## config.mk

```make
export PLATFORM = sky130hd
export DESIGN_NAME = fuel_refill_detector
export DESIGN_NICKNAME = d
export VERILOG_FILES = /design/src/rtl/frd_pkg.sv /design/src/rtl/frd_divider.sv /design/src/rtl/frd_window_mul.sv /design/src/rtl/fuel_refill_detector.sv
export SDC_FILE = /design/constraint.sdc
export NUM_CORES = 1
export LEC_CHECK = 0
export BUFFER_PORTS_ARGS = -buffer_cell sky130_fd_sc_hd__buf_2
export CORE_MARGIN = 2
export CORE_UTILIZATION = 40
export CTS_BUF_LIST = sky130_fd_sc_hd__clkbuf_8
export DETAILED_ROUTE_END_ITERATION = 7
export GPL_TIMING_DRIVEN = 1
export HOLD_SLACK_MARGIN = 0.02
export PLACE_DENSITY = 0.63
export RECOVER_POWER = 25
export SLEW_MARGIN = 30
export SYNTH_ARGS = -nofsm -noshare
export SYNTH_HDL_FRONTEND = slang
export SYNTH_SLANG_ARGS = --single-unit
```

## constraint.sdc

```tcl
create_clock -name clk -period 6.85 [get_ports clk]
set_input_delay 0.3425 -clock clk [delete_from_list [all_inputs] [get_ports clk]]
set_output_delay 0.3425 -clock clk [all_outputs]
set_load 0.01 [all_outputs]
```

## src/rtl/frd_pkg.sv

```systemverilog
package frd_pkg;

    localparam int FRD_QUO_W  = 9;
    localparam int FRD_PROD_W = 17;
    localparam int FRD_DROP_W = 22;

    localparam logic [2:0] OP_WAKE     = 3'd0;
    localparam logic [2:0] OP_CAPTURE  = 3'd1;
    localparam logic [2:0] OP_STALL    = 3'd2;
    localparam logic [2:0] OP_RUNNING  = 3'd3;
    localparam logic [2:0] OP_PLAUS    = 3'd4;

    localparam logic [2:0] CFG_WAKE_LEVEL        = 3'd0;
    localparam logic [2:0] CFG_RISE_THRESHOLD    = 3'd1;
    localparam logic [2:0] CFG_RUNNING_THRESHOLD = 3'd2;
    localparam logic [2:0] CFG_WINDOW_MAX_GAIN   = 3'd3;
    localparam logic [2:0] CFG_WINDOW_MIN_GAIN   = 3'd4;

    localparam logic [7:0]            LEVEL_CAP     = 8'd253;
    localparam logic [15:0]           STALL_REF_MAX = 16'd64768;
    localparam logic [13:0]           DROP_WEIGHT   = 14'd16000;
    localparam logic [31:0]           UNIT_SCALED   = 32'd2560000000;
    localparam logic [FRD_DROP_W-1:0] NO_CONS_DROP  = 22'd10;
    localparam logic [FRD_QUO_W-1:0]  NO_CONS_UNITS = 9'd256;

    typedef enum logic [2:0] {
        ST_IDLE,
        ST_ISSUE,
        ST_DIV,
        ST_MUL,
        ST_APPLY
    } frd_state_t;

    typedef struct packed {
        logic        start;
        logic [31:0] dividend;
        logic [31:0] divisor_scaled;
    } frd_div_req_t;

    typedef struct packed {
        logic                 done;
        logic [FRD_QUO_W-1:0] quotient;
    } frd_div_rsp_t;

    typedef struct packed {
        logic                 start;
        logic [FRD_QUO_W-1:0] units;
        logic [7:0]           gain_max;
        logic [7:0]           gain_min;
    } frd_mul_req_t;

    typedef struct packed {
        logic                  done;
        logic [FRD_PROD_W-1:0] hi;
        logic [FRD_PROD_W-1:0] lo;
    } frd_mul_rsp_t;

endpackage

```

## src/rtl/frd_divider.sv

```systemverilog
module frd_divider (
    input  logic                  clk,
    input  logic                  rst_n,
    input  frd_pkg::frd_div_req_t req,
    output frd_pkg::frd_div_rsp_t rsp
);
    import frd_pkg::*;

    localparam int CNT_W = $clog2(FRD_QUO_W);
    localparam logic [CNT_W-1:0] LAST_STEP = CNT_W'(FRD_QUO_W - 1);

    logic [31:0]          rem_reg, rem_next;
    logic [31:0]          div_reg, div_next;
    logic [FRD_QUO_W-1:0] quo_reg, quo_next;
    logic [CNT_W-1:0]     cnt_reg, cnt_next;
    logic                 busy_reg, busy_next;
    logic                 done_reg, done_next;

    always_comb
    begin
        rem_next  = rem_reg;
        div_next  = div_reg;
        quo_next  = quo_reg;
        cnt_next  = cnt_reg;
        busy_next = busy_reg;
        done_next = 1'b0;
        if (req.start)
        begin
            rem_next  = req.dividend;
            div_next  = req.divisor_scaled;
            quo_next  = '0;
            cnt_next  = LAST_STEP;
            busy_next = 1'b1;
        end
        else if (busy_reg)
        begin
            if (rem_reg >= div_reg)
            begin
                rem_next = rem_reg - div_reg;
                quo_next = {quo_reg[FRD_QUO_W-2:0], 1'b1};
            end
            else
            begin
                quo_next = {quo_reg[FRD_QUO_W-2:0], 1'b0};
            end
            div_next = {1'b0, div_reg[31:1]};
            cnt_next = cnt_reg - 1'b1;
            if (cnt_reg == '0)
            begin
                busy_next = 1'b0;
                done_next = 1'b1;
            end
        end
    end

    always_ff @(posedge clk or negedge rst_n)
    begin
        if (!rst_n)
        begin
            busy_reg <= 1'b0;
            done_reg <= 1'b0;
            cnt_reg  <= '0;
        end
        else
        begin
            busy_reg <= busy_next;
            done_reg <= done_next;
            cnt_reg  <= cnt_next;
        end
    end

    always_ff @(posedge clk)
    begin
        rem_reg <= rem_next;
        div_reg <= div_next;
        quo_reg <= quo_next;
    end

    assign rsp.done     = done_reg;
    assign rsp.quotient = quo_reg;

endmodule

```

## src/rtl/frd_window_mul.sv

```systemverilog
module frd_window_mul (
    input  logic                  clk,
    input  logic                  rst_n,
    input  frd_pkg::frd_mul_req_t req,
    output frd_pkg::frd_mul_rsp_t rsp
);
    import frd_pkg::*;

    logic [FRD_PROD_W-1:0] mcand_reg, mcand_next;
    logic [FRD_PROD_W-1:0] hi_reg, hi_next;
    logic [FRD_PROD_W-1:0] lo_reg, lo_next;
    logic [7:0]            gmax_reg, gmax_next;
    logic [7:0]            gmin_reg, gmin_next;
    logic [2:0]            cnt_reg, cnt_next;
    logic                  busy_reg, busy_next;
    logic                  done_reg, done_next;

    always_comb
    begin
        mcand_next = mcand_reg;
        hi_next    = hi_reg;
        lo_next    = lo_reg;
        gmax_next  = gmax_reg;
        gmin_next  = gmin_reg;
        cnt_next   = cnt_reg;
        busy_next  = busy_reg;
        done_next  = 1'b0;
        if (req.start)
        begin
            mcand_next = {{(FRD_PROD_W - FRD_QUO_W){1'b0}}, req.units};
            hi_next    = '0;
            lo_next    = '0;
            gmax_next  = req.gain_max;
            gmin_next  = req.gain_min;
            cnt_next   = 3'd7;
            busy_next  = 1'b1;
        end
        else if (busy_reg)
        begin
            if (gmax_reg[0])
            begin
                hi_next = hi_reg + mcand_reg;
            end
            if (gmin_reg[0])
            begin
                lo_next = lo_reg + mcand_reg;
            end
            mcand_next = {mcand_reg[FRD_PROD_W-2:0], 1'b0};
            gmax_next  = {1'b0, gmax_reg[7:1]};
            gmin_next  = {1'b0, gmin_reg[7:1]};
            cnt_next   = cnt_reg - 1'b1;
            if (cnt_reg == 3'd0)
            begin
                busy_next = 1'b0;
                done_next = 1'b1;
            end
        end
    end

    always_ff @(posedge clk or negedge rst_n)
    begin
        if (!rst_n)
        begin
            busy_reg <= 1'b0;
            done_reg <= 1'b0;
            cnt_reg  <= '0;
        end
        else
        begin
            busy_reg <= busy_next;
            done_reg <= done_next;
            cnt_reg  <= cnt_next;
        end
    end

    always_ff @(posedge clk)
    begin
        mcand_reg <= mcand_next;
        hi_reg    <= hi_next;
        lo_reg    <= lo_next;
        gmax_reg  <= gmax_next;
        gmin_reg  <= gmin_next;
    end

    assign rsp.done = done_reg;
    assign rsp.hi   = hi_reg;
    assign rsp.lo   = lo_reg;

endmodule

```

## src/rtl/fuel_refill_detector.sv

```systemverilog
// Capture, running and unused opcodes go straight from issue to apply; both rise computations
// pass through the nine-step restoring divider, and the plausibility check through the divider and
// then the eight-step shift-add multiplier, or through the multiplier alone with no consumption.
// One item is in flight at a time; the next is taken in the cycle after the result is registered.
// Asynchronous active-low reset clears control, config and output valid, but not the data registers.
module fuel_refill_detector (
    input  logic        clk,
    input  logic        rst_n,
    input  logic        s_tvalid,
    output logic        s_tready,
    // gauge_level[7:0], engine_on[8], detect_inhibit[9], consumption_total[41:10],
    // consumption_reference[73:42], zero fill[79:74]
    input  logic [79:0] s_tdata,
    // opcode[2:0]
    input  logic [2:0]  s_tuser,
    output logic        m_tvalid,
    input  logic        m_tready,
    // relative_rise[7:0], refill_seen[8], refill_next[9], refill_while_running[10],
    // stall_captured[11], plausibility_fault[12], zero fill[15:13]
    output logic [15:0] m_tdata,
    input  logic        cfg_valid,
    output logic        cfg_ready,
    input  logic [2:0]  cfg_index,
    input  logic [7:0]  cfg_data
);
    import frd_pkg::*;

    frd_state_t state_reg, state_next;

    logic [2:0]  op_reg;
    logic [7:0]  lvl_reg;
    logic        eng_reg;
    logic        inh_reg;
    logic [31:0] ctot_reg;
    logic [31:0] cref_reg;

    logic [7:0] wake_level_reg;
    logic [7:0] rise_threshold_reg;
    logic [7:0] running_threshold_reg;
    logic [7:0] window_max_gain_reg;
    logic [7:0] window_min_gain_reg;

    logic [15:0] stall_reference_reg, stall_reference_next;
    logic [7:0]  previous_level_reg, previous_level_next;
    logic        step_above_prev_reg, step_above_prev_next;
    logic        increase_flag_reg, increase_flag_next;
    logic        next_flag_reg, next_flag_next;
    logic        running_fill_flag_reg, running_fill_flag_next;
    logic        capture_flag_reg, capture_flag_next;
    logic [7:0]  reference_level_reg, reference_level_next;
    logic [7:0]  rise_value_reg, rise_value_next;
    logic        fault_held_reg, fault_held_next;

    logic                  cons_gt_reg, cons_gt_next;
    logic                  drop_neg_reg, drop_neg_next;
    logic [FRD_DROP_W-1:0] drop_reg, drop_next;

    logic        m_tvalid_reg, m_tvalid_next;
    logic [15:0] m_tdata_reg, m_tdata_next;

    frd_div_req_t div_req;
    frd_div_rsp_t div_rsp;
    frd_mul_req_t mul_req;
    frd_mul_rsp_t mul_rsp;

    logic [7:0]  capped;
    logic [7:0]  rise_calc;
    logic [32:0] cons_diff;
    logic [8:0]  level_drop;
    logic [15:0] cur_scaled;
    logic [8:0]  run_diff;
    logic        step_now;
    logic        wake_ok;

    frd_divider u_divider (
        .clk   (clk),
        .rst_n (rst_n),
        .req   (div_req),
        .rsp   (div_rsp)
    );

    frd_window_mul u_window_mul (
        .clk   (clk),
        .rst_n (rst_n),
        .req   (mul_req),
        .rsp   (mul_rsp)
    );

    assign capped     = (lvl_reg > LEVEL_CAP) ? LEVEL_CAP : lvl_reg;
    assign rise_calc  = div_rsp.quotient[FRD_QUO_W-1] ? 8'hFF : div_rsp.quotient[7:0];
    assign cons_diff  = {1'b0, ctot_reg} - {1'b0, cref_reg};
    assign level_drop = {1'b0, reference_level_reg} - {1'b0, lvl_reg};
    assign cur_scaled = {capped, 8'h00};
    assign run_diff   = {1'b0, capped} - {1'b0, previous_level_reg};
    assign step_now   = !run_diff[8] && (run_diff[7:0] > running_threshold_reg);
    assign wake_ok    = wake_level_reg <= LEVEL_CAP;

    assign s_tready  = (state_reg == ST_IDLE);
    assign cfg_ready = 1'b1;
    assign m_tvalid  = m_tvalid_reg;
    assign m_tdata   = m_tdata_reg;

    always_comb
    begin
        state_next             = state_reg;
        stall_reference_next   = stall_reference_reg;
        previous_level_next    = previous_level_reg;
        step_above_prev_next   = step_above_prev_reg;
        increase_flag_next     = increase_flag_reg;
        next_flag_next         = next_flag_reg;
        running_fill_flag_next = running_fill_flag_reg;
        capture_flag_next      = capture_flag_reg;
        reference_level_next   = reference_level_reg;
        rise_value_next        = rise_value_reg;
        fault_held_next        = fault_held_reg;
        cons_gt_next           = cons_gt_reg;
        drop_neg_next          = drop_neg_reg;
        drop_next              = drop_reg;
        m_tvalid_next          = m_tvalid_reg && !m_tready;
        m_tdata_next           = m_tdata_reg;

        div_req.start          = 1'b0;
        div_req.dividend       = '0;
        div_req.divisor_scaled = '0;
        mul_req.start          = 1'b0;
        mul_req.units          = cons_gt_reg ? div_rsp.quotient : NO_CONS_UNITS;
        mul_req.gain_max       = window_max_gain_reg;
        mul_req.gain_min       = window_min_gain_reg;

        case (state_reg)
            ST_IDLE:
            begin
                if (s_tvalid)
                begin
                    state_next = ST_ISSUE;
                end
            end
            ST_ISSUE:
            begin
                state_next = ST_APPLY;
                case (op_reg)
                    OP_WAKE:
                    begin
                        div_req.start          = 1'b1;
                        div_req.divisor_scaled = {16'h0000, wake_level_reg, 8'h00};
                        if (capped > wake_level_reg)
                        begin
                            div_req.dividend = {17'h00000, capped - wake_level_reg, 7'h00};
                        end
                        state_next = ST_DIV;
                    end
                    OP_STALL:
                    begin
                        div_req.start          = 1'b1;
                        div_req.divisor_scaled = {8'h00, stall_reference_reg, 8'h00};
                        if (cur_scaled > stall_reference_reg)
                        begin
                            div_req.dividend =
                                {9'h000, cur_scaled - stall_reference_reg, 7'h00};
                        end
                        state_next = ST_DIV;
                    end
                    OP_PLAUS:
                    begin
                        cons_gt_next  = !cons_diff[32] && (cons_diff[31:0] != 32'h0);
                        drop_neg_next = cons_gt_next && level_drop[8];
                        drop_next     = cons_gt_next
                                      ? FRD_DROP_W'(level_drop[7:0] * DROP_WEIGHT)
                                      : NO_CONS_DROP;
                        if (cons_gt_next)
                        begin
                            div_req.start          = 1'b1;
                            div_req.dividend       = cons_diff[31:0];
                            div_req.divisor_scaled = UNIT_SCALED;
                            state_next             = ST_DIV;
                        end
                        else
                        begin
                            mul_req.start = 1'b1;
                            mul_req.units = NO_CONS_UNITS;
                            state_next    = ST_MUL;
                        end
                    end
                    default:
                    begin
                        state_next = ST_APPLY;
                    end
                endcase
            end
            ST_DIV:
            begin
                if (div_rsp.done)
                begin
                    if (op_reg == OP_PLAUS)
                    begin
                        mul_req.start = 1'b1;
                        state_next    = ST_MUL;
                    end
                    else
                    begin
                        state_next = ST_APPLY;
                    end
                end
            end
            ST_MUL:
            begin
                if (mul_rsp.done)
                begin
                    state_next = ST_APPLY;
                end
            end
            ST_APPLY:
            begin
                if (!m_tvalid_reg || m_tready)
                begin
                    case (op_reg)
                        OP_WAKE:
                        begin
                            reference_level_next = lvl_reg;
                            rise_value_next      = rise_calc;
                            if (!inh_reg && wake_ok)
                            begin
                                increase_flag_next = rise_calc > rise_threshold_reg;
                            end
                            next_flag_next = increase_flag_next && eng_reg && wake_ok;
                        end
                        OP_CAPTURE:
                        begin
                            stall_reference_next = {lvl_reg, 8'h00};
                            capture_flag_next    = 1'b1;
                            increase_flag_next   = 1'b0;
                        end
                        OP_STALL:
                        begin
                            reference_level_next = lvl_reg;
                            rise_value_next      = rise_calc;
                            if (!inh_reg && (stall_reference_reg <= STALL_REF_MAX))
                            begin
                                increase_flag_next = rise_calc > rise_threshold_reg;
                            end
                            if (!next_flag_reg && increase_flag_next && eng_reg && wake_ok)
                            begin
                                next_flag_next = 1'b1;
                            end
                        end
                        OP_RUNNING:
                        begin
                            previous_level_next  = lvl_reg;
                            step_above_prev_next = step_now;
                            if (!step_above_prev_reg && step_now)
                            begin
                                running_fill_flag_next = 1'b1;
                            end
                            if (!inh_reg && (lvl_reg <= LEVEL_CAP))
                            begin
                                increase_flag_next = step_now;
                            end
                            if (!next_flag_reg)
                            begin
                                next_flag_next = increase_flag_next;
                            end
                        end
                        OP_PLAUS:
                        begin
                            fault_held_next = drop_neg_reg
                                || !((drop_reg < FRD_DROP_W'(mul_rsp.hi))
                                     && (drop_reg > FRD_DROP_W'(mul_rsp.lo)));
                        end
                        default:
                        begin
                            fault_held_next = fault_held_reg;
                        end
                    endcase
                    m_tvalid_next = 1'b1;
                    m_tdata_next  = {3'b000, fault_held_next, capture_flag_next,
                                     running_fill_flag_next, next_flag_next,
                                     increase_flag_next, rise_value_next};
                    state_next    = ST_IDLE;
                end
            end
            default:
            begin
                state_next = ST_IDLE;
            end
        endcase
    end

    always_ff @(posedge clk or negedge rst_n)
    begin
        if (!rst_n)
        begin
            state_reg             <= ST_IDLE;
            stall_reference_reg   <= '0;
            previous_level_reg    <= '0;
            step_above_prev_reg   <= 1'b0;
            increase_flag_reg     <= 1'b0;
            next_flag_reg         <= 1'b0;
            running_fill_flag_reg <= 1'b0;
            capture_flag_reg      <= 1'b0;
            reference_level_reg   <= '0;
            rise_value_reg        <= '0;
            fault_held_reg        <= 1'b0;
            m_tvalid_reg          <= 1'b0;
        end
        else
        begin
            state_reg             <= state_next;
            stall_reference_reg   <= stall_reference_next;
            previous_level_reg    <= previous_level_next;
            step_above_prev_reg   <= step_above_prev_next;
            increase_flag_reg     <= increase_flag_next;
            next_flag_reg         <= next_flag_next;
            running_fill_flag_reg <= running_fill_flag_next;
            capture_flag_reg      <= capture_flag_next;
            reference_level_reg   <= reference_level_next;
            rise_value_reg        <= rise_value_next;
            fault_held_reg        <= fault_held_next;
            m_tvalid_reg          <= m_tvalid_next;
        end
    end

    always_ff @(posedge clk or negedge rst_n)
    begin
        if (!rst_n)
        begin
            wake_level_reg        <= '0;
            rise_threshold_reg    <= '0;
            running_threshold_reg <= '0;
            window_max_gain_reg   <= '0;
            window_min_gain_reg   <= '0;
        end
        else if (cfg_valid && cfg_ready)
        begin
            case (cfg_index)
                CFG_WAKE_LEVEL:        wake_level_reg        <= cfg_data;
                CFG_RISE_THRESHOLD:    rise_threshold_reg    <= cfg_data;
                CFG_RUNNING_THRESHOLD: running_threshold_reg <= cfg_data;
                CFG_WINDOW_MAX_GAIN:   window_max_gain_reg   <= cfg_data;
                CFG_WINDOW_MIN_GAIN:   window_min_gain_reg   <= cfg_data;
                default:               wake_level_reg        <= wake_level_reg;
            endcase
        end
    end

    always_ff @(posedge clk)
    begin
        if (s_tvalid && s_tready)
        begin
            op_reg   <= s_tuser;
            lvl_reg  <= s_tdata[7:0];
            eng_reg  <= s_tdata[8];
            inh_reg  <= s_tdata[9];
            ctot_reg <= s_tdata[41:10];
            cref_reg <= s_tdata[73:42];
        end
        cons_gt_reg  <= cons_gt_next;
        drop_neg_reg <= drop_neg_next;
        drop_reg     <= drop_next;
        m_tdata_reg  <= m_tdata_next;
    end

    a_result_from_apply: assert property (@(posedge clk) disable iff (!rst_n)
        $rose(m_tvalid_reg) |-> $past(state_reg == ST_APPLY))
        else $error("result became valid outside the apply step");

    a_div_done_in_div: assert property (@(posedge clk) disable iff (!rst_n)
        div_rsp.done |-> (state_reg == ST_DIV))
        else $error("divider finished while the sequencer was not waiting for it");

    a_mul_done_in_mul: assert property (@(posedge clk) disable iff (!rst_n)
        mul_rsp.done |-> (state_reg == ST_MUL))
        else $error("multiplier finished while the sequencer was not waiting for it");

endmodule
```

==> flow_metrics.py, run 1 <==
metrics = {
    "outcome": {
        "result_of_the_run": "finished, violations left",
        "failed_checks": "max-capacitance violations, max-slew violations",
    },
    "synthesis": {
        "synth_area_leaders": "sky130_fd_sc_hd__edfxtp_1 27%, sky130_fd_sc_hd__ha_1 12%, sky130_fd_sc_hd__dfrtp_1 11%",
        "commonest_cells_in_the_synthesized_netlist": "238 x sky130_fd_sc_hd__inv_1, 209 x sky130_fd_sc_hd__ha_1, 197 x sky130_fd_sc_hd__edfxtp_1",
        "post-synth-top-count-cell": "sky130_fd_sc_hd__inv_1",
        "number_of_synthesized_flops_with_an_enable_pin": 197,
        "ys_types": 89,
        "synth_sequential_area_ratio_pct": 42.18,
        "syn_area_per_cell_um2": 9.881,
        "synth_top_flop_cell": "sky130_fd_sc_hd__edfxtp_1",
        "post_synth_inst_count": 2223,
        "post_synth_instance_area_mm2": 0.02196,
        "ys_warn_count": 0,
        "post_synthesis_async_set_or_reset_flop_share_pct": 27.27,
        "synthDominantCellAreaShare_pct": 26.93,
        "netlist.top_cell.by_area": "sky130_fd_sc_hd__edfxtp_1",
        "ys_seq_elements": 341,
    },
    "global_route": {
        "first_global_vias": 16794,
        "largest_net_degree_at_the_start_of_global_routing": 73,
        "grt_usage_pct": 19.14,
        "first_pass_grt_wire_length_mm": 87.04,
        "initial_antenna_violation_count": 0,
        "globalRoute.totalOverflow": 0,
    },
    "flow_run": {
        "max_cap_viol_count": 2,
    },
    "place": {
        "place.port_buffers": 107,
        "gp_routability_congestion": 0.8988,
        "placed_wire_length_estimate_mm": 39.91,
    },
    "clock_tree": {
        "clk_root_buffer_cell": "sky130_fd_sc_hd__clkbuf_8",
        "cts.sink_count": 341,
        "clock_insertion_delay_worst_skew_ns": 0.69,
        "cts_tree": "built",
        "cts.reportedPaths.clkPinSlew_ns": 0.06,
        "cts_htree_levels": 2,
        "clockBufferDepth": 3,
        "tritoncts.num_buffers": 60,
        "number_of_buffers_added_for_setup_after_cts": 0,
    },
    "routing": {
        "vias": 16736,
        "antenna_left": 0,
        "drc": 0,
        "detail_route.iter0.violations": 1033,
        "drt-pass1-iter-count": 6,
        "detail_route.wirelength_mm": 54.38,
        "vias_per_cell": 5.278,
        "post_drt_wl_per_cell_um": 17.15,
    },
    "sta": {
        "setup_viol_count_final": 0,
        "worstMarginPinSlew_ns": 2.520,
        "accumulated_negative_setup_slack_ns": 0,
        "clock.fmax_mhz": 169.3,
        "clock_skew_ns": 0.04380,
        "worst_hold_slack_ns": 0.05425,
        "timing.final.crit_share_pct": 86.23,
        "final_hold_viol_count": 0,
        "grt_setup_unrepaired": "no",
        "final-max-slew-violation-count": 59,
        "slew_headroom_pct": -68.01,
        "final.min_clock_period_ns": 5.907,
    },
    "final_layout": {
        "area_delta_synth_final_pct": 15.07,
        "drive_gt1_share_pct": 12.44,
        "antennaDiodeCount": 0,
        "n_fill_cell": 5079,
        "design.final.nets": 2764,
    },
    "floorplanning": {
        "die_w_um": 238.3,
        "io_pins": 118,
        "design.die.area_mm2": 0.05680,
        "initial_core_utilization_pct": 40.66,
        "die-height_um": 238.3,
        "core_region_area_mm2": 0.05403,
        "std_cell_rows": 85,
    },
    "critical_path": {
        "worst_setup_path_end_kind": "flip-flop",
        "required_arrival_time_at_the_worst_endpoint_ns": 7.27,
        "worstPathArrival_ns": 6.32,
        "critical_path_class": "reg2reg",
        "worst_setup_path_start_kind": "flip-flop",
        "worst-r2r-setup-slack_ns": 0.94,
        "crit_fanout": 6,
    },
    "hold_path": {
        "min_path_type": "in2reg",
    },
}
[worst max-delay path: stages, from the launching register on]
cell and delay [ns]:
sky130_fd_sc_hd__edfxtp_1 0.46, sky130_fd_sc_hd__ha_1 0.19, sky130_fd_sc_hd__inv_1 0.06, sky130_fd_sc_hd__fa_1 0.39
sky130_fd_sc_hd__a21o_1 0.19, sky130_fd_sc_hd__a21oi_1 0.23, sky130_fd_sc_hd__xnor2_1 0.38, sky130_fd_sc_hd__ha_1 0.37
sky130_fd_sc_hd__fa_1 0.54, sky130_fd_sc_hd__inv_1 0.05, sky130_fd_sc_hd__fa_1 0.48, sky130_fd_sc_hd__fa_1 0.54
sky130_fd_sc_hd__inv_1 0.04, sky130_fd_sc_hd__ha_1 0.28, sky130_fd_sc_hd__inv_1 0.11, sky130_fd_sc_hd__nor2_1 0.06
sky130_fd_sc_hd__nor2_1 0.15, sky130_fd_sc_hd__o21bai_1 0.09, sky130_fd_sc_hd__a21oi_1 0.22, sky130_fd_sc_hd__o21bai_1 0.09
sky130_fd_sc_hd__a21oi_1 0.23, sky130_fd_sc_hd__o21bai_1 0.09, sky130_fd_sc_hd__a21oi_1 0.20, sky130_fd_sc_hd__xor2_1 0.18
sky130_fd_sc_hd__nor2_1 0.05
[metal layers]
layer  up-vias  wire, um  global-route usage, %  share of wire, %
met5         -         0                      0                 0
met4         0      1153                  5.360               2.1
met3        85      2565                  3.366               4.7
met2       379     25810                  32.55                47
met1      8017     24860                  25.05                46
li1       8255         -                      -                 -
[repair_timing]
action,in CTS,in global routing
hold buffers,85,0
gates resized for setup,0,0
endpoints found under the hold margin,138,0
[through the flow]
step / cells / utilization (%) / setup slack (ns) / instance area, um^2
floorplan: 2225 / - / 1.437 / 21970
global placement: 2975 / 42.96 / 1.037 / 23210
detailed placement: 2975 / 42.97 / 0.8816 / 23220
CTS: 3171 / 46.83 / 0.9138 / 25300
global route: 3171 / 46.78 / 0.5061 / 25270
finish: 3171 / 46.78 / 0.9432 / 25270
[placed cells by master, fill, tap and decap left out, types with 14 or more instances in the layout]
cell type / synthesis / final
sky130_fd_sc_hd__fa_1: 30 / 30
sky130_fd_sc_hd__mux2i_1: 42 / 42
sky130_fd_sc_hd__dfrtp_1: 93 / 93
sky130_fd_sc_hd__nor3_1: 47 / 47
sky130_fd_sc_hd__a211oi_1: 21 / 20
sky130_fd_sc_hd__clkbuf_8: 0 / 73
sky130_fd_sc_hd__xnor2_1: 76 / 76
sky130_fd_sc_hd__dfxtp_1: 51 / 51
sky130_fd_sc_hd__nand2b_1: 20 / 20
sky130_fd_sc_hd__a21oi_1: 160 / 160
sky130_fd_sc_hd__o21a_1: 19 / 19
sky130_fd_sc_hd__edfxtp_1: 197 / 197
sky130_fd_sc_hd__buf_4: 4 / 18
sky130_fd_sc_hd__o21bai_1: 19 / 19
sky130_fd_sc_hd__nand3_1: 52 / 52
sky130_fd_sc_hd__o21ai_0: 116 / 116
sky130_fd_sc_hd__and3_1: 14 / 14
sky130_fd_sc_hd__dlygate4sd3_1: 0 / 85
sky130_fd_sc_hd__o31ai_1: 14 / 14
sky130_fd_sc_hd__mux2_2: 54 / 54
sky130_fd_sc_hd__nand2_1: 180 / 179
sky130_fd_sc_hd__inv_1: 238 / 254
sky130_fd_sc_hd__xor2_1: 40 / 40
sky130_fd_sc_hd__buf_2: 12 / 97
sky130_fd_sc_hd__a21o_1: 59 / 59
sky130_fd_sc_hd__nor2_1: 173 / 172
sky130_fd_sc_hd__nand4_1: 19 / 19
sky130_fd_sc_hd__nor2b_1: 26 / 26
sky130_fd_sc_hd__ha_1: 209 / 209
[cell type report]
class                      count  area, um^2  share of cell area, %
clock buffer                  73        1005                  3.975
clock inverter                38       230.2                 0.9109
inverter                     238       893.4                  3.535
multi-input combinational   1573       11480                  45.41
sequential                   341        9264                  36.65
tap                          696       870.8                  3.446
timing repair buffer         212        1534                  6.069
[cell families (layout without fill, tap and decap cells)]
logic type,after synthesis,after routing,share of synthesized area (%)
simple gates,608,608,13.28
compound gates,509,509,14.85
flops,341,341,42.18
buf+inv,311,561,5.662
fa+ha+maj,239,239,14.64
xor+xnor,116,116,4.625
mux,97,97,4.734
other cells,2,4,0.03419
[final timing paths]
kind | from | end | cells past startpoint
max | lvl_reg[0] | drop_reg[20] | 24
min | m_tready | m_tvalid | 3
max reg2reg | lvl_reg[0] | drop_reg[20] | 24
min reg2reg | capture_flag_reg | capture_flag_reg | 1
max in group asynchronous | rst_n | running_threshold_reg[2] | 3
min in group asynchronous | rst_n | rise_value_reg[3] | 2
Power of run 1 is not shown: default switching activity piles up to over one toggle a cycle in this logic, so the estimate is an artifact.
==> inputs of run 2 (changes only) <==
--- a/config.mk
+++ b/config.mk
@@ -12,7 +12,7 @@
 export DETAILED_ROUTE_END_ITERATION = 7
 export GPL_TIMING_DRIVEN = 1
 export HOLD_SLACK_MARGIN = 0.02
-export PLACE_DENSITY = 0.63
+export PLACE_DENSITY_LB_ADDON = 0.05
 export RECOVER_POWER = 25
 export SLEW_MARGIN = 30
 export SYNTH_ARGS = -nofsm -noshare
==> flow_metrics.py, run 2 (synthesis gave the netlist of run 1 again) <==
metrics = {
    "outcome": {
        "result_of_the_run": "finished, violations left",
        "failed_checks": "max-capacitance violations, max-slew violations",
    },
    "routing": {
        "antenna_left": 0,
        "drc": 0,
        "vias": 16511,
        "vias_per_cell": 5.187,
        "detail_route.wirelength_mm": 57.26,
        "post_drt_wl_per_cell_um": 17.99,
        "drt-pass1-iter-count": 5,
        "detail_route.iter0.violations": 869,
    },
    "place": {
        "place.port_buffers": 107,
        "gp_routability_congestion": 0.8789,
        "placed_wire_length_estimate_mm": 42.39,
    },
    "critical_path": {
        "worstPathArrival_ns": 6.20,
        "crit_chain": "inv_1 > ha_1 > a21o_1 > a21o_1 > xor2_1 > inv_1 > fa_1 > inv_1 > fa_1 > inv_1 > fa_1 > fa_1 > inv_1 > ha_1 > a21oi_1 > o21bai_1 > a21oi_1 > o21ai_0 > o41ai_1 > xnor2_1 > nor2_1",
        "worst_setup_path_end_kind": "flip-flop",
        "critical_path_class": "reg2reg",
        "critical_path_s_slowest_cell": "sky130_fd_sc_hd__fa_1",
        "crit_buf_inv": 5,
        "category_of_cells_accounting_for_the_largest_share_of_critical_path_delay": "adder cells",
        "worst_setup_path_start_kind": "flip-flop",
        "critical-path-top-cell-by-count": "sky130_fd_sc_hd__inv_1",
        "crit_fanout": 6,
        "critical_path.max_stage_delay_ns": 0.57,
        "required_arrival_time_at_the_worst_endpoint_ns": 7.21,
    },
    "global_route": {
        "globalRoute.totalOverflow": 0,
        "first_pass_grt_wire_length_mm": 90.65,
        "first_global_vias": 16821,
        "grt_usage_pct": 20.49,
        "largest_net_degree_at_the_start_of_global_routing": 66,
        "initial_antenna_violation_count": 3,
    },
    "sta": {
        "accumulated_negative_setup_slack_ns": 0,
        "grt_setup_unrepaired": "no",
        "slew_headroom_pct": -75.62,
        "worstMarginPinSlew_ns": 2.634,
        "timing.final.crit_share_pct": 85.32,
        "clock_skew_ns": 0.03410,
        "final.min_clock_period_ns": 5.845,
        "final_hold_viol_count": 0,
        "final-max-slew-violation-count": 43,
        "setup_viol_count_final": 0,
        "clock.fmax_mhz": 171.1,
    },
    "clock_tree": {
        "cts_htree_levels": 3,
        "cts_tree": "built",
        "clockBufferDepth": 3,
        "cts.sink_count": 341,
        "clk_root_buffer_cell": "sky130_fd_sc_hd__clkbuf_8",
        "clock_insertion_delay_worst_skew_ns": 0.65,
        "cts.reportedPaths.clkPinSlew_ns": 0.06,
        "tritoncts.num_buffers": 66,
        "post_cts.resized_instances": 0,
    },
    "floorplanning": {
        "core_region_area_mm2": 0.05403,
        "die-height_um": 238.3,
        "die_w_um": 238.3,
        "io_pins": 118,
        "std_cell_rows": 85,
        "design.die.area_mm2": 0.05680,
        "initial_core_utilization_pct": 40.66,
    },
    "final_layout": {
        "mostFrequentLayoutCell": "sky130_fd_sc_hd__inv_1",
        "area_delta_synth_final_pct": 14.93,
        "n_fill_cell": 5211,
        "drive_gt1_share_pct": 12.13,
        "design.final.nets": 2769,
        "mostFrequentLayoutCells": "261 x sky130_fd_sc_hd__inv_1, 209 x sky130_fd_sc_hd__ha_1, 197 x sky130_fd_sc_hd__edfxtp_1",
    },
    "flow_run": {
        "max_cap_viol_count": 1,
    },
    "hold_path": {
        "min_path_type": "in2reg",
    },
}
run 2: final timing paths:
kind	from	to	slack, ns	cells past startpoint
min reg2reg	capture_flag_reg	capture_flag_reg	0.47	1
min in group asynchronous	rst_n	stall_reference_reg[12]	1.08	2
max in group asynchronous	rst_n	rise_value_reg[3]	3.83	3
min	cfg_data[2]	wake_level_reg[2]	0.09	3
max reg2reg	lvl_reg[1]	drop_reg[21]	1.01	21
max	lvl_reg[1]	drop_reg[21]	1.01	21
run 2: area by class of cell:
| class | count | area (um^2) | area share [%] |
|---|---|---|---|
| Tap cell | 696 | 870.8 | 3.450 |
| Sequential cell | 341 | 9264 | 36.70 |
| Antenna cell | 5 | 12.51 | 0.04956 |
| Clock buffer | 74 | 1018 | 4.035 |
| Inverter | 238 | 893.4 | 3.539 |
| Timing Repair Buffer | 211 | 1494 | 5.918 |
| Clock inverter | 45 | 210.2 | 0.8327 |
| Multi-Input combinational cell | 1573 | 11480 | 45.48 |
run 2: worst reg2reg max path: stages (launching register included):
cell	delay, ns
sky130_fd_sc_hd__edfxtp_1	0.41
sky130_fd_sc_hd__inv_1	0.20
sky130_fd_sc_hd__ha_1	0.26
sky130_fd_sc_hd__a21o_1	0.15
sky130_fd_sc_hd__a21o_1	0.19
sky130_fd_sc_hd__xor2_1	0.53
sky130_fd_sc_hd__inv_1	0.15
sky130_fd_sc_hd__fa_1	0.57
sky130_fd_sc_hd__inv_1	0.06
sky130_fd_sc_hd__fa_1	0.49
sky130_fd_sc_hd__inv_1	0.05
sky130_fd_sc_hd__fa_1	0.47
sky130_fd_sc_hd__fa_1	0.52
sky130_fd_sc_hd__inv_1	0.04
sky130_fd_sc_hd__ha_1	0.29
sky130_fd_sc_hd__a21oi_1	0.21
sky130_fd_sc_hd__o21bai_1	0.09
sky130_fd_sc_hd__a21oi_1	0.21
sky130_fd_sc_hd__o21ai_0	0.15
sky130_fd_sc_hd__o41ai_1	0.33
sky130_fd_sc_hd__xnor2_1	0.16
sky130_fd_sc_hd__nor2_1	0.05
run 2: repair_timing:
| action | CTS | global route |
|---|---|---|
| hold endpoints to repair | 126 | 0 |
| buffers inserted | 0 | 0 |
| hold buffers | 82 | 0 |
run 2: through the flow:
step | std cells | area (um^2) | worst slack [ns] | hold slack, ns | util (%)
6_report | 3183 | 25240 | 1.005 | 0.08806 | 46.73
5_1_grt | 3180 | 25240 | 0.5334 | 0.05202 | 46.71
4_1_cts | 3178 | 25270 | 0.9361 | 0.02518 | 46.77
3_5_place_dp | 2977 | 23220 | 0.9479 | 0.4004 | 42.97
3_3_place_gp | 2977 | 23210 | 1.009 | 0.3904 | 42.96
2_1_floorplan | 2225 | 21970 | 1.437 | 0.04691 | -
run 2: per-layer routing:
layer / part of all wire (%) / track usage (%) / up-vias
met3: 4.4 / 3.899 / 102
li1: - / - / 8276
met2: 47 / 33.43 / 336
met1: 46 / 27.09 / 7797
met5: 0 / 0 / -
met4: 2.9 / 7.538 / 0
Power of run 2 is left out for the same reason.
